==> src/hw/rtl/neighbor_ring_arbiter_top_assert.svh <==
// ----------------------------------------------------------------------------
// neighbor ring arbiter assertion macros
// Concurrent checks clocked on clk and disabled while rst_n is low.
// They compile to nothing when NO_ASSERTIONS is defined.
// ----------------------------------------------------------------------------
`ifndef NEIGHBOR_RING_ARBITER_TOP_ASSERT_SVH
`define NEIGHBOR_RING_ARBITER_TOP_ASSERT_SVH
`ifndef NO_ASSERTIONS
// same-cycle implication
`define NRA_ASSERT_IMPLY(name, pre, post) \
  name: assert property (@(posedge clk) disable iff (!rst_n) (pre) |-> (post)) \
    else $error("neighbor ring arbiter check failed");
// next-cycle implication
`define NRA_ASSERT_NEXT(name, pre, post) \
  name: assert property (@(posedge clk) disable iff (!rst_n) (pre) |=> (post)) \
    else $error("neighbor ring arbiter check failed");
`else
`define NRA_ASSERT_IMPLY(name, pre, post)
`define NRA_ASSERT_NEXT(name, pre, post)
`endif
`endif

==> src/hw/rtl/nra_pkg.sv <==
// ----------------------------------------------------------------------------
// nra_pkg
// Types, codes and helper functions shared by the neighbor ring arbiter.
// ----------------------------------------------------------------------------
package nra_pkg;

  // default ring capacity
  localparam int NRA_MAX_CLIENTS = 16;

  // configuration port
  localparam int CFG_IDX_W  = 2;
  localparam int CFG_DATA_W = 32;
  localparam logic [CFG_IDX_W-1:0] CFG_MODE   = 2'd0;
  localparam logic [CFG_IDX_W-1:0] CFG_COUNT  = 2'd1;
  localparam logic [CFG_IDX_W-1:0] CFG_OFFSET = 2'd2;

  // scheduler modes
  localparam logic SCHED_FIFO = 1'b0;
  localparam logic SCHED_EDF  = 1'b1;

  // result queue
  localparam int RQ_DEPTH = 4;
  localparam int RQ_PTR_W = 2;
  localparam int RQ_CNT_W = 3;

  // number of client table positions kept per item; a request reads three, a release four
  localparam int SLOT_NUM = 5;

  typedef enum logic {
    OP_REQUEST = 1'b0,
    OP_RELEASE = 1'b1
  } op_t;

  typedef enum logic [1:0] {
    ST_IDLE  = 2'd0,
    ST_WAIT  = 2'd1,
    ST_GRANT = 2'd2
  } status_t;

  // table positions around the client being handled
  typedef enum logic [2:0] {
    SL_SELF = 3'd0,
    SL_L1   = 3'd1,
    SL_L2   = 3'd2,
    SL_R1   = 3'd3,
    SL_R2   = 3'd4
  } slot_t;

  typedef enum logic [2:0] {
    S_IDLE,
    S_READ,
    S_DRAIN,
    S_EV_REQ,
    S_EV_L,
    S_EV_R,
    S_PUSH
  } state_t;

  typedef struct packed {
    logic        mode;
    logic [3:0]  client_index;
    logic [31:0] timestamp;
  } in_item_t;

  typedef struct packed {
    logic [3:0] granted_client;
    logic       last;
  } out_item_t;

  // one client table entry
  typedef struct packed {
    status_t     st;
    logic [31:0] rq;
    logic [31:0] dl;
  } entry_t;

  // up to two results handed to the result queue at once
  typedef struct packed {
    logic [1:0] cnt;
    out_item_t  item0;
    out_item_t  item1;
  } res_push_t;

  // priority key of an entry
  function automatic logic [31:0] key_of(input entry_t e, input logic edf);
    return (edf == SCHED_EDF) ? e.dl : e.rq;
  endfunction

  // waiting neighbor with strictly smaller key wins
  function automatic logic beats(input entry_t j, input logic [31:0] key_c, input logic edf);
    return (j.st == ST_WAIT) && (key_of(j, edf) < key_c);
  endfunction

  // table position fetched at each read step
  function automatic slot_t rd_slot_of(input op_t op, input logic [1:0] step);
    slot_t s;
    s = SL_SELF;
    if (op == OP_REQUEST) begin
      unique case (step)
        2'd0:    s = SL_SELF;
        2'd1:    s = SL_L1;
        default: s = SL_R1;
      endcase
    end else begin
      unique case (step)
        2'd0:    s = SL_L1;
        2'd1:    s = SL_L2;
        2'd2:    s = SL_R1;
        default: s = SL_R2;
      endcase
    end
    return s;
  endfunction

  // final read step of an operation
  function automatic logic [1:0] last_step(input op_t op);
    return (op == OP_REQUEST) ? 2'd2 : 2'd3;
  endfunction

endpackage

==> src/hw/rtl/nra_ram.sv <==
// ----------------------------------------------------------------------------
// nra_ram
// Generic single-write, single-read RAM with registered read data.
// ----------------------------------------------------------------------------
module nra_ram #(
  parameter int WIDTH = 8,
  parameter int DEPTH = 16
) (
  input  logic                     clk,
  input  logic                     we,
  input  logic [$clog2(DEPTH)-1:0] waddr,
  input  logic [WIDTH-1:0]         wdata,
  input  logic [$clog2(DEPTH)-1:0] raddr,
  output logic [WIDTH-1:0]         rdata
);

  logic [WIDTH-1:0] mem_r [DEPTH];
  logic [WIDTH-1:0] rdata_r;

  // write port and registered read port
  always_ff @(posedge clk) begin
    if (we) begin
      mem_r[waddr] <= wdata;
    end
    rdata_r <= mem_r[raddr];
  end

  assign rdata = rdata_r;

endmodule

==> src/hw/rtl/nra_res_queue.sv <==
// ----------------------------------------------------------------------------
// nra_res_queue
// Small result queue taking up to two grant beats per cycle and
// presenting one beat at a time on the result channel.
// ----------------------------------------------------------------------------
module nra_res_queue (
  input  logic                            clk,
  input  logic                            rst_n,
  input  nra_pkg::res_push_t              push,
  output logic [nra_pkg::RQ_CNT_W-1:0]    free,
  output logic                            out_valid,
  input  logic                            out_stall,
  output nra_pkg::out_item_t              out_data
);

  import nra_pkg::*;

  out_item_t             mem_r [RQ_DEPTH];
  logic [RQ_PTR_W-1:0]   wr_ptr_r;
  logic [RQ_PTR_W-1:0]   rd_ptr_r;
  logic [RQ_CNT_W-1:0]   cnt_r;
  logic                  pop;

  assign out_valid = (cnt_r != '0);
  assign out_data  = mem_r[rd_ptr_r];
  assign pop       = out_valid && !out_stall;
  assign free      = RQ_CNT_W'(RQ_DEPTH) - cnt_r;

  // storage
  always_ff @(posedge clk) begin
    if (push.cnt != 2'd0) begin
      mem_r[wr_ptr_r] <= push.item0;
    end
    if (push.cnt == 2'd2) begin
      mem_r[wr_ptr_r + RQ_PTR_W'(1)] <= push.item1;
    end
  end

  // pointers and fill level
  always_ff @(posedge clk) begin
    if (!rst_n) begin
      wr_ptr_r <= '0;
      rd_ptr_r <= '0;
      cnt_r    <= '0;
    end else begin
      wr_ptr_r <= wr_ptr_r + RQ_PTR_W'(push.cnt);
      rd_ptr_r <= rd_ptr_r + RQ_PTR_W'(pop);
      cnt_r    <= cnt_r + RQ_CNT_W'(push.cnt) - RQ_CNT_W'(pop);
    end
  end

endmodule

==> src/hw/rtl/nra_ctrl.sv <==
// ----------------------------------------------------------------------------
// nra_ctrl
// Sequencer of the arbiter: gathers the neighbor entries of the client
// table one read a cycle, decides grants and writes the entries back.
// ----------------------------------------------------------------------------
`include "neighbor_ring_arbiter_top_assert.svh"

module nra_ctrl #(
  parameter int MAX_CLIENTS = nra_pkg::NRA_MAX_CLIENTS
) (
  input  logic                                  clk,
  input  logic                                  rst_n,
  input  logic                                  in_valid,
  output logic                                  in_stall,
  input  nra_pkg::in_item_t                     in_data,
  input  logic                                  sched_mode,
  input  logic [$clog2(MAX_CLIENTS+1)-1:0]      ring_size,
  input  logic [31:0]                           deadline_offset,
  output logic                                  ram_we,
  output logic [$clog2(MAX_CLIENTS)-1:0]        ram_waddr,
  output nra_pkg::entry_t                       ram_wdata,
  output logic [$clog2(MAX_CLIENTS)-1:0]        ram_raddr,
  input  nra_pkg::entry_t                       ram_rdata,
  output nra_pkg::res_push_t                    push,
  input  logic [nra_pkg::RQ_CNT_W-1:0]          q_free
);

  import nra_pkg::*;

  localparam int CW = $clog2(MAX_CLIENTS);
  localparam int NW = $clog2(MAX_CLIENTS + 1);

  // ring neighbors
  function automatic logic [CW-1:0] left_of(input logic [CW-1:0] i, input logic [NW-1:0] n);
    logic [NW-1:0] nx;
    nx = NW'(i) + NW'(1);
    return (nx == n) ? '0 : CW'(nx);
  endfunction

  function automatic logic [CW-1:0] right_of(input logic [CW-1:0] i, input logic [NW-1:0] n);
    return (i == '0) ? CW'(n - NW'(1)) : (i - CW'(1));
  endfunction

  state_t              state_r, state_nxt;
  op_t                 op_r;
  logic [CW-1:0]       idx_r;
  logic [31:0]         ts_r;
  logic [31:0]         dl_r;
  logic [CW-1:0]       slot_idx_r [SLOT_NUM];
  entry_t              slot_r [SLOT_NUM];
  logic [1:0]          step_r;
  logic                cap_vld_r;
  slot_t               cap_slot_r;
  logic                vbit_r;
  logic [MAX_CLIENTS-1:0] valid_r;
  logic [1:0]          cnt_r;
  out_item_t           res0_r;
  out_item_t           res1_r;

  logic                in_acc;
  logic                in_range;
  logic [CW-1:0]       in_idx;
  logic [CW-1:0]       in_l1, in_r1;
  logic [32:0]         dl_sum;
  logic [31:0]         in_dl;
  slot_t               rd_slot;
  entry_t              cap_entry;
  logic [31:0]         own_key;
  logic                self_idle;
  logic                req_ok;
  logic                l_ok;
  logic                r_ok;

  // input decode
  assign in_acc   = in_valid && !in_stall;
  assign in_range = (32'(in_data.client_index) < 32'(ring_size));
  assign in_idx   = CW'(in_data.client_index);
  assign in_l1    = left_of(in_idx, ring_size);
  assign in_r1    = right_of(in_idx, ring_size);
  assign dl_sum   = {1'b0, in_data.timestamp} + {1'b0, deadline_offset};
  assign in_dl    = dl_sum[32] ? '1 : dl_sum[31:0];

  // read sequencing
  assign rd_slot = rd_slot_of(op_r, step_r);

  always_comb begin
    cap_entry = ram_rdata;
    if (!vbit_r) begin
      cap_entry.st = ST_IDLE;
    end
  end

  // grant decisions
  assign own_key   = (sched_mode == SCHED_EDF) ? dl_r : ts_r;
  assign self_idle = (slot_r[SL_SELF].st == ST_IDLE);
  assign req_ok    = (slot_r[SL_L1].st != ST_GRANT) && (slot_r[SL_R1].st != ST_GRANT) &&
                     !beats(slot_r[SL_L1], own_key, sched_mode) &&
                     !beats(slot_r[SL_R1], own_key, sched_mode);
  assign l_ok      = (slot_r[SL_L1].st == ST_WAIT) && (slot_r[SL_L2].st != ST_GRANT) &&
                     !beats(slot_r[SL_L2], key_of(slot_r[SL_L1], sched_mode), sched_mode);
  assign r_ok      = (slot_r[SL_R1].st == ST_WAIT) && (slot_r[SL_R2].st != ST_GRANT) &&
                     !beats(slot_r[SL_R2], key_of(slot_r[SL_R1], sched_mode), sched_mode);

  // state register
  always_ff @(posedge clk) begin
    if (!rst_n) begin
      state_r <= S_IDLE;
    end else begin
      state_r <= state_nxt;
    end
  end

  // next state and outputs
  always_comb begin
    state_nxt   = state_r;
    in_stall    = 1'b1;
    ram_we      = 1'b0;
    ram_waddr   = idx_r;
    ram_wdata   = '{st: ST_WAIT, rq: ts_r, dl: dl_r};
    ram_raddr   = slot_idx_r[rd_slot];
    push        = '0;
    push.item0  = res0_r;
    push.item1  = res1_r;
    unique case (state_r)
      S_IDLE: begin
        in_stall = 1'b0;
        if (in_valid && in_range) begin
          state_nxt = S_READ;
        end
      end
      S_READ: begin
        if (step_r == last_step(op_r)) begin
          state_nxt = S_DRAIN;
        end
      end
      S_DRAIN: begin
        state_nxt = (op_r == OP_REQUEST) ? S_EV_REQ : S_EV_L;
      end
      S_EV_REQ: begin
        ram_we    = self_idle;
        ram_waddr = idx_r;
        ram_wdata = '{st: (req_ok ? ST_GRANT : ST_WAIT), rq: ts_r, dl: dl_r};
        state_nxt = S_PUSH;
      end
      S_EV_L: begin
        ram_we    = l_ok;
        ram_waddr = slot_idx_r[SL_L1];
        ram_wdata = '{st: ST_GRANT, rq: slot_r[SL_L1].rq, dl: slot_r[SL_L1].dl};
        state_nxt = S_EV_R;
      end
      S_EV_R: begin
        ram_we    = r_ok;
        ram_waddr = slot_idx_r[SL_R1];
        ram_wdata = '{st: ST_GRANT, rq: slot_r[SL_R1].rq, dl: slot_r[SL_R1].dl};
        state_nxt = S_PUSH;
      end
      S_PUSH: begin
        if (q_free >= RQ_CNT_W'(cnt_r)) begin
          push.cnt  = cnt_r;
          state_nxt = S_IDLE;
        end
      end
      default: begin
        state_nxt = S_IDLE;
      end
    endcase
  end

  // item capture at acceptance
  always_ff @(posedge clk) begin
    if (in_acc) begin
      op_r                <= op_t'(in_data.mode);
      idx_r               <= in_idx;
      ts_r                <= in_data.timestamp;
      dl_r                <= in_dl;
      slot_idx_r[SL_SELF] <= in_idx;
      slot_idx_r[SL_L1]   <= in_l1;
      slot_idx_r[SL_L2]   <= left_of(in_l1, ring_size);
      slot_idx_r[SL_R1]   <= in_r1;
      slot_idx_r[SL_R2]   <= right_of(in_r1, ring_size);
    end
  end

  // read step counter and capture pipeline
  always_ff @(posedge clk) begin
    if (!rst_n) begin
      step_r    <= '0;
      cap_vld_r <= 1'b0;
    end else begin
      step_r    <= (state_r == S_READ) ? step_r + 2'd1 : 2'd0;
      cap_vld_r <= (state_r == S_READ);
    end
  end

  always_ff @(posedge clk) begin
    cap_slot_r <= rd_slot;
    vbit_r     <= valid_r[ram_raddr];
  end

  // gathered entries, with a left grant mirrored into aliased positions
  always_ff @(posedge clk) begin
    if (cap_vld_r) begin
      slot_r[cap_slot_r] <= cap_entry;
    end else if ((state_r == S_EV_L) && l_ok) begin
      for (int s = 0; s < SLOT_NUM; s++) begin
        if (slot_idx_r[s] == slot_idx_r[SL_L1]) begin
          slot_r[s].st <= ST_GRANT;
        end
      end
    end
  end

  // per-client written flags; a clear flag reads as idle
  always_ff @(posedge clk) begin
    if (!rst_n) begin
      valid_r <= '0;
    end else if (in_acc && in_range && (in_data.mode == OP_RELEASE)) begin
      valid_r[in_idx] <= 1'b0;
    end else if ((state_r == S_EV_REQ) && self_idle) begin
      valid_r[idx_r] <= 1'b1;
    end
  end

  // pending grant beats
  always_ff @(posedge clk) begin
    if (!rst_n) begin
      cnt_r <= '0;
    end else begin
      unique case (state_r)
        S_EV_REQ: cnt_r <= {1'b0, self_idle && req_ok};
        S_EV_L:   cnt_r <= {1'b0, l_ok};
        S_EV_R: begin
          if (r_ok) begin
            cnt_r <= (cnt_r == 2'd1) ? 2'd2 : 2'd1;
          end
        end
        default: cnt_r <= cnt_r;
      endcase
    end
  end

  always_ff @(posedge clk) begin
    unique case (state_r)
      S_EV_REQ: res0_r <= '{granted_client: 4'(idx_r), last: 1'b1};
      S_EV_L:   res0_r <= '{granted_client: 4'(slot_idx_r[SL_L1]), last: 1'b1};
      S_EV_R: begin
        if (r_ok) begin
          if (cnt_r == 2'd1) begin
            res0_r.last <= 1'b0;
            res1_r      <= '{granted_client: 4'(slot_idx_r[SL_R1]), last: 1'b1};
          end else begin
            res0_r <= '{granted_client: 4'(slot_idx_r[SL_R1]), last: 1'b1};
          end
        end
      end
      default: res0_r <= res0_r;
    endcase
  end

  // checks
  `NRA_ASSERT_IMPLY(a_wr_only_in_eval, ram_we, (state_r == S_EV_REQ) || (state_r == S_EV_L) || (state_r == S_EV_R))
  `NRA_ASSERT_IMPLY(a_no_double_grant, (state_r == S_EV_R) && r_ok && (cnt_r == 2'd1), slot_idx_r[SL_R1] != slot_idx_r[SL_L1])
  `NRA_ASSERT_NEXT(a_release_clears, in_acc && in_range && (in_data.mode == OP_RELEASE), !valid_r[idx_r])
  `NRA_ASSERT_NEXT(a_request_marks, (state_r == S_EV_REQ) && self_idle, valid_r[idx_r])

endmodule

==> src/hw/rtl/neighbor_ring_arbiter_top.sv <==
// Per item: a request reads three client table entries and a release four, one entry a cycle
// through the table's single read port; an index outside the ring is accepted and dropped. A new
// item is taken only in idle, once the grant beats of the last one have gone to the result queue.
// Reset is synchronous and active low: all clients read as idle at once through per-entry
// written flags, configuration returns to fifo mode, two clients and zero deadline offset.
// ----------------------------------------------------------------------------
// neighbor_ring_arbiter_top
// Ring arbiter granting shared neighbor resources in oldest-first or
// earliest-deadline-first order; holds the configuration registers.
// ----------------------------------------------------------------------------
module neighbor_ring_arbiter_top #(
  parameter int MAX_CLIENTS = nra_pkg::NRA_MAX_CLIENTS
) (
  input  logic                              clk,
  input  logic                              rst_n,
  input  logic                              in_valid,
  output logic                              in_stall,
  input  nra_pkg::in_item_t                 in_data,
  output logic                              out_valid,
  input  logic                              out_stall,
  output nra_pkg::out_item_t                out_data,
  input  logic                              cfg_we,
  input  logic [nra_pkg::CFG_IDX_W-1:0]     cfg_index,
  input  logic [nra_pkg::CFG_DATA_W-1:0]    cfg_wdata
);

  import nra_pkg::*;

  localparam int CW = $clog2(MAX_CLIENTS);
  localparam int NW = $clog2(MAX_CLIENTS + 1);

  logic              cfg_mode_r;
  logic [4:0]        cfg_count_r;
  logic [31:0]       cfg_offset_r;
  logic [NW-1:0]     ring_size;

  logic              ram_we;
  logic [CW-1:0]     ram_waddr;
  entry_t            ram_wdata;
  logic [CW-1:0]     ram_raddr;
  entry_t            ram_rdata;
  res_push_t         push;
  logic [RQ_CNT_W-1:0] q_free;

  // configuration registers
  always_ff @(posedge clk) begin
    if (!rst_n) begin
      cfg_mode_r   <= SCHED_FIFO;
      cfg_count_r  <= 5'd2;
      cfg_offset_r <= '0;
    end else if (cfg_we) begin
      unique case (cfg_index)
        CFG_MODE:   cfg_mode_r   <= cfg_wdata[0];
        CFG_COUNT:  cfg_count_r  <= cfg_wdata[4:0];
        CFG_OFFSET: cfg_offset_r <= cfg_wdata[31:0];
        default:    cfg_mode_r   <= cfg_mode_r;
      endcase
    end
  end

  // effective ring size, clamped to the supported range
  always_comb begin
    if (cfg_count_r < 5'd2) begin
      ring_size = NW'(2);
    end else if (32'(cfg_count_r) > 32'(MAX_CLIENTS)) begin
      ring_size = NW'(MAX_CLIENTS);
    end else begin
      ring_size = NW'(cfg_count_r);
    end
  end

  nra_ctrl #(
    .MAX_CLIENTS (MAX_CLIENTS)
  ) u_ctrl (
    .clk             (clk),
    .rst_n           (rst_n),
    .in_valid        (in_valid),
    .in_stall        (in_stall),
    .in_data         (in_data),
    .sched_mode      (cfg_mode_r),
    .ring_size       (ring_size),
    .deadline_offset (cfg_offset_r),
    .ram_we          (ram_we),
    .ram_waddr       (ram_waddr),
    .ram_wdata       (ram_wdata),
    .ram_raddr       (ram_raddr),
    .ram_rdata       (ram_rdata),
    .push            (push),
    .q_free          (q_free)
  );

  // client table: status and both stamps per client
  nra_ram #(
    .WIDTH ($bits(entry_t)),
    .DEPTH (MAX_CLIENTS)
  ) u_table (
    .clk   (clk),
    .we    (ram_we),
    .waddr (ram_waddr),
    .wdata (ram_wdata),
    .raddr (ram_raddr),
    .rdata (ram_rdata)
  );

  nra_res_queue u_res_queue (
    .clk       (clk),
    .rst_n     (rst_n),
    .push      (push),
    .free      (q_free),
    .out_valid (out_valid),
    .out_stall (out_stall),
    .out_data  (out_data)
  );

endmodule
==> config.mk <==
export PLATFORM = sky130hd
export DESIGN_NAME = neighbor_ring_arbiter_top
export DESIGN_NICKNAME = d
export VERILOG_FILES = /design/src/hw/rtl/nra_pkg.sv /design/src/hw/rtl/nra_ram.sv /design/src/hw/rtl/nra_res_queue.sv /design/src/hw/rtl/nra_ctrl.sv /design/src/hw/rtl/neighbor_ring_arbiter_top.sv
export VERILOG_INCLUDE_DIRS = /design/src /design/src/hw/rtl
export SDC_FILE = /design/constraint.sdc
export NUM_CORES = 2
export LEC_CHECK = 0
export ABC_CLOCK_PERIOD_IN_PS = 11400
export BUFFER_PORTS_ARGS = -buffer_cell sky130_fd_sc_hd__buf_4
export CAP_MARGIN = 20
export CORE_MARGIN = 4
export CORE_UTILIZATION = 60
export DETAILED_ROUTE_END_ITERATION = 10
export MAX_ROUTING_LAYER = met4
export PLACE_DENSITY = 0.76
export SYNTH_ARGS = -nofsm -noshare
export SYNTH_HDL_FRONTEND = slang
export SYNTH_SLANG_ARGS = --single-unit
==> constraint.sdc <==
create_clock -name clk -period 11.4 [get_ports clk]
set_input_delay 0.57 -clock clk [delete_from_list [all_inputs] [get_ports clk]]
set_output_delay 0.57 -clock clk [all_outputs]
set_load 0.03 [all_outputs]
==> impl_metrics.toml <==
[run_status]
status = "completed"

[detailed_routing]
drt_iter0_markers = 5514
wl_per_cell_um = 24.0
vias = 42121
wirelength_mm = 164
drc_errors = 0
drt_pass1_iterations = 6
vias_per_cell = 6.19
final_antenna_net_count = 0

[synthesis]
synth_area_leaders = "edfxtp_1, nand2_1, mux2i_1, nand3_1, dfxtp_1"
synth_commonest_cells = "edfxtp_1, nand2_1, nand3_1"
synth-main-ff-cell = "edfxtp_1"
synth_top_area_share_pct = 64.2
netlist.top_cell.by_area = "edfxtp_1"
syn_area_per_cell_sq_um = 13.1
synth_fp_nets = 5333
synth_most_common_cell = "edfxtp_1"
yosys.area_share.simple_pct = 12.8
synth_compound_area_share_pct = 4.88
async_flop_share_pct = 0
synth_cells = 5075
synth_edf_count = 1422
synth.area.mux_share_pct = 6.96
synth_top_family_by_area = "simple AND/OR/NAND/NOR gates"
synth-seq-cells = 1575
syn_area_sq_mm = 0.0665
yosysSeqAreaShare_pct = 68.8
synth_cell_type_count = 82
synth_xor_area_share_pct = 0.786
ys_warn_count = 0
synth_fa_ha_area_share_pct = 3.45

[worst_setup_path]
critPathBufInv = 2
max_stage_delay_ns = 0.82
required_ns = 11.80
endpoint_kind = "flop"
rrSetupSlack_ns = 5.40
r2r-end = "u_table.mem_r[6][17]$_DFFE_PP_"
crit_slowest_cell = "nor3_2"
crit_fanout = 163
crit_type = "reg2reg"
worstPathCellList = "buf_12 > mux2_2 > ha_1 > a21oi_1 > o21ai_0 > a2111oi_0 > o41ai_1 > a41oi_1 > o31ai_1 > o21ai_2 > nor3_2 > buf_4"
cp.arrival_ns = 6.39
r2r-start = "cfg_mode_r$_SDFFE_PN0P_"
cp-start-kind = "flop"
reg2reg_depth = 12
cp_top_family = "compound AO/OA/AOI/OAI gates"

[clocking]
cts.sinks = 1575
cts_tree = "built"
post_cts_resized = 0
clk_pin_slew_ns = 0.06
h-tree-depth = 4
insertion_delay_ns = 0.78
cts_buffers = 156
clockRootBuffer = "clkbuf_16"
clock_path_buffers = 3

[sta]
final.setup.tns_ns = 0
max_freq_ghz = 0.167
finalCriticalPeriod_ns = 6.00
finClkSkew_ns = 0.0406
worst_slack_ns = 5.40
tightest_slew_ns = 1.13
finalMaxSlewViolations = 0
setup_viol_count_final = 0
grt_setup_unrepaired = "false"
period_share_pct = 52.6
slew_headroom_pct = 24.5
finalHoldViolCount = 0

[final_layout]
syn2layout_area_growth_pct = 12.2
design_area_sq_mm = 0.0746
multi_input_area_sq_mm = 0.0194
ff_latch_area_sq_mm = 0.0458
drive_above_1_share_pct = 10.7
final_cells = 6806
fin_nets = 5464
fillers = 7346

[pwr]
power_frac_seq_pct = 49.6
p_int_mw = 10.1
power.leakage_nw = 27.0
vdd_ir_drop_max_mv = 0.177
p_per_area_mw_per_mm2 = 184
clkPwrFrac_pct = 37.6
p_comb_share_pct = 12.8
power.switching_mw = 3.63
swShare_pct = 26.4
p_total_mw = 13.8

[placed_design]
postPlaceCellArea_sq_mm = 0.0690
gp_congestion = 0.946
pre_cts_ws_ns = 5.48
dp_hpwl_mm = 99.8
port_buffers = 82
dp_cells = 6488

[job]
maxCapViolations = 0

[worst_hold_path]
hp-class = "in2reg"
hold_start = "cfg_wdata[25]"
holdPathEnd = "cfg_offset_r[25]$_SDFFE_PN0P_"
hold_depth = 3

[floorplanning]
io_pins = 83
num_rows = 121
die_y_um = 341
die_area_sq_mm = 0.116
core_sq_mm = 0.109
initial_core_util_pct = 60.8
die_w_um = 341

[grt]
grtUsageTotal_pct = 28.7
grt_max_degree = 164
top_usage_layer = "met2"
met1_usage_pct = 41.3
grt-ovfl-total = 0
met2_usage_pct = 43.0
grt_pass1_wl_mm = 246
antenna_found_initial = 1
grt_pass1_vias = 40445
met3_usage_pct = 4.95
[cells by family after synthesis]
group	count (synthesis)
AND/OR/NAND/NOR	1945
flip-flops	1575
AO/OA/AOI/OAI	491
multiplexers	448
buffers and inverters	376
adder cells (fa/ha/maj)	182
XOR/XNOR	58
[how the worst max path moves through the flow]
stage,from,endpoint,slack [ns],depth (start not counted)
after floorplan,cfg_mode_r$_SDFFE_PN0P_,u_table.mem_r[0][0]$_DFFE_PP_,3.37,12
after global placement,cfg_mode_r$_SDFFE_PN0P_,u_table.mem_r[6][46]$_DFFE_PP_,5.63,10
after detailed placement,cfg_mode_r$_SDFFE_PN0P_,u_table.mem_r[6][19]$_DFFE_PP_,5.48,11
after CTS,cfg_mode_r$_SDFFE_PN0P_,u_table.mem_r[6][7]$_DFFE_PP_,5.45,11
after global routing,cfg_mode_r$_SDFFE_PN0P_,u_table.mem_r[6][17]$_DFFE_PP_,5.13,12
final,cfg_mode_r$_SDFFE_PN0P_,u_table.mem_r[6][17]$_DFFE_PP_,5.40,12
[worst min-delay path: cells and delay by family]
family / cells / cell delay [ns]
buffers and inverters: 1 / 0.11
AND/OR/NAND/NOR: 1 / 0.05
AO/OA/AOI/OAI: 1 / 0.05
[through the flow]
step,hold slack (ns),utilization (%)
final,0.0459,68.2
after global routing,0.0122,68.2
after CTS,0.000242,68.2
after detailed placement,0.453,63.1
after global placement,0.446,63.1
after floorplan,0.437,-
[placed cells by master (no fill, tap or decap), types with 9 or more instances in the layout]
| cell type | instances |
|---|---|
| a211oi_1 | 19 |
| a21o_1 | 21 |
| a21oi_1 | 134 |
| a22o_1 | 16 |
| a32oi_1 | 67 |
| and2_1 | 12 |
| buf_4 | 199 |
| bufinv_16 | 12 |
| clkbuf_1 | 30 |
| clkbuf_16 | 161 |
| clkbuf_8 | 13 |
| clkinv_1 | 13 |
| clkinv_2 | 26 |
| clkinvlp_4 | 10 |
| dfxtp_1 | 151 |
| dlygate4sd3_1 | 34 |
| edfxtp_1 | 1422 |
| ha_1 | 180 |
| inv_1 | 104 |
| mux2_2 | 64 |
| mux2i_1 | 379 |
| nand2_1 | 1053 |
| nand2b_1 | 14 |
| nand3_1 | 627 |
| nand4_1 | 28 |
| nor2_1 | 84 |
| nor2b_1 | 17 |
| nor3_1 | 29 |
| nor3_2 | 17 |
| nor4_1 | 9 |
| o21a_1 | 10 |
| o21ai_0 | 114 |
| o21ai_1 | 15 |
| xnor2_1 | 28 |
| xor2_1 | 28 |
[state kept, by name, summed over array words and instances, names as in the netlist, 3 cells and up]
name               flops
cfg_count_r            5
cfg_offset_r          32
u_ctrl.cap_slot_r      3
u_ctrl.dl_r           32
u_ctrl.push            9
u_ctrl.slot_idx_r     20
u_ctrl.slot_r        266
u_ctrl.state_r         3
u_ctrl.ts_r           32
u_ctrl.valid_r        16
u_res_queue.cnt_r      3
u_res_queue.mem_r     20
u_table.mem_r       1056
u_table.rdata         66
[power groups by stage]
| stage | Sequential (mW) | Combinational [mW] | Clock (mW) |
|---|---|---|---|
| CTS | 6.81 | 1.74 | 5.23 |
| finish | 6.81 | 1.77 | 5.17 |
| global route | 6.83 | 1.90 | 5.49 |
| global placement | 6.92 | 1.68 | 0 |
| floorplan | 6.80 | 1.14 | 0 |
| detailed placement | 6.92 | 1.71 | 0 |
[repair_timing]
action,CTS,global route
setup buffers,0,0
hold endpoints to repair,34,0
hold buffers,34,0
[metal layers]
metal,vias to the layer above,share of wire [%]
met4,0,2.3
li1,19003,-
met5,-,0
met2,2142,46
met1,20713,41
met3,263,10
[area by class of cell]
cell class                 instances  area share [%]
clock buffer                     203            5.77
timing repair buffer             241            2.65
sequential                      1575            61.3
antenna                            2         0.00671
inverter                         108           0.543
tap                             1476            2.47
clock inverter                    77            1.23
multi-input combinational       3124            26.0
Power figures use the tool's default switching activity.
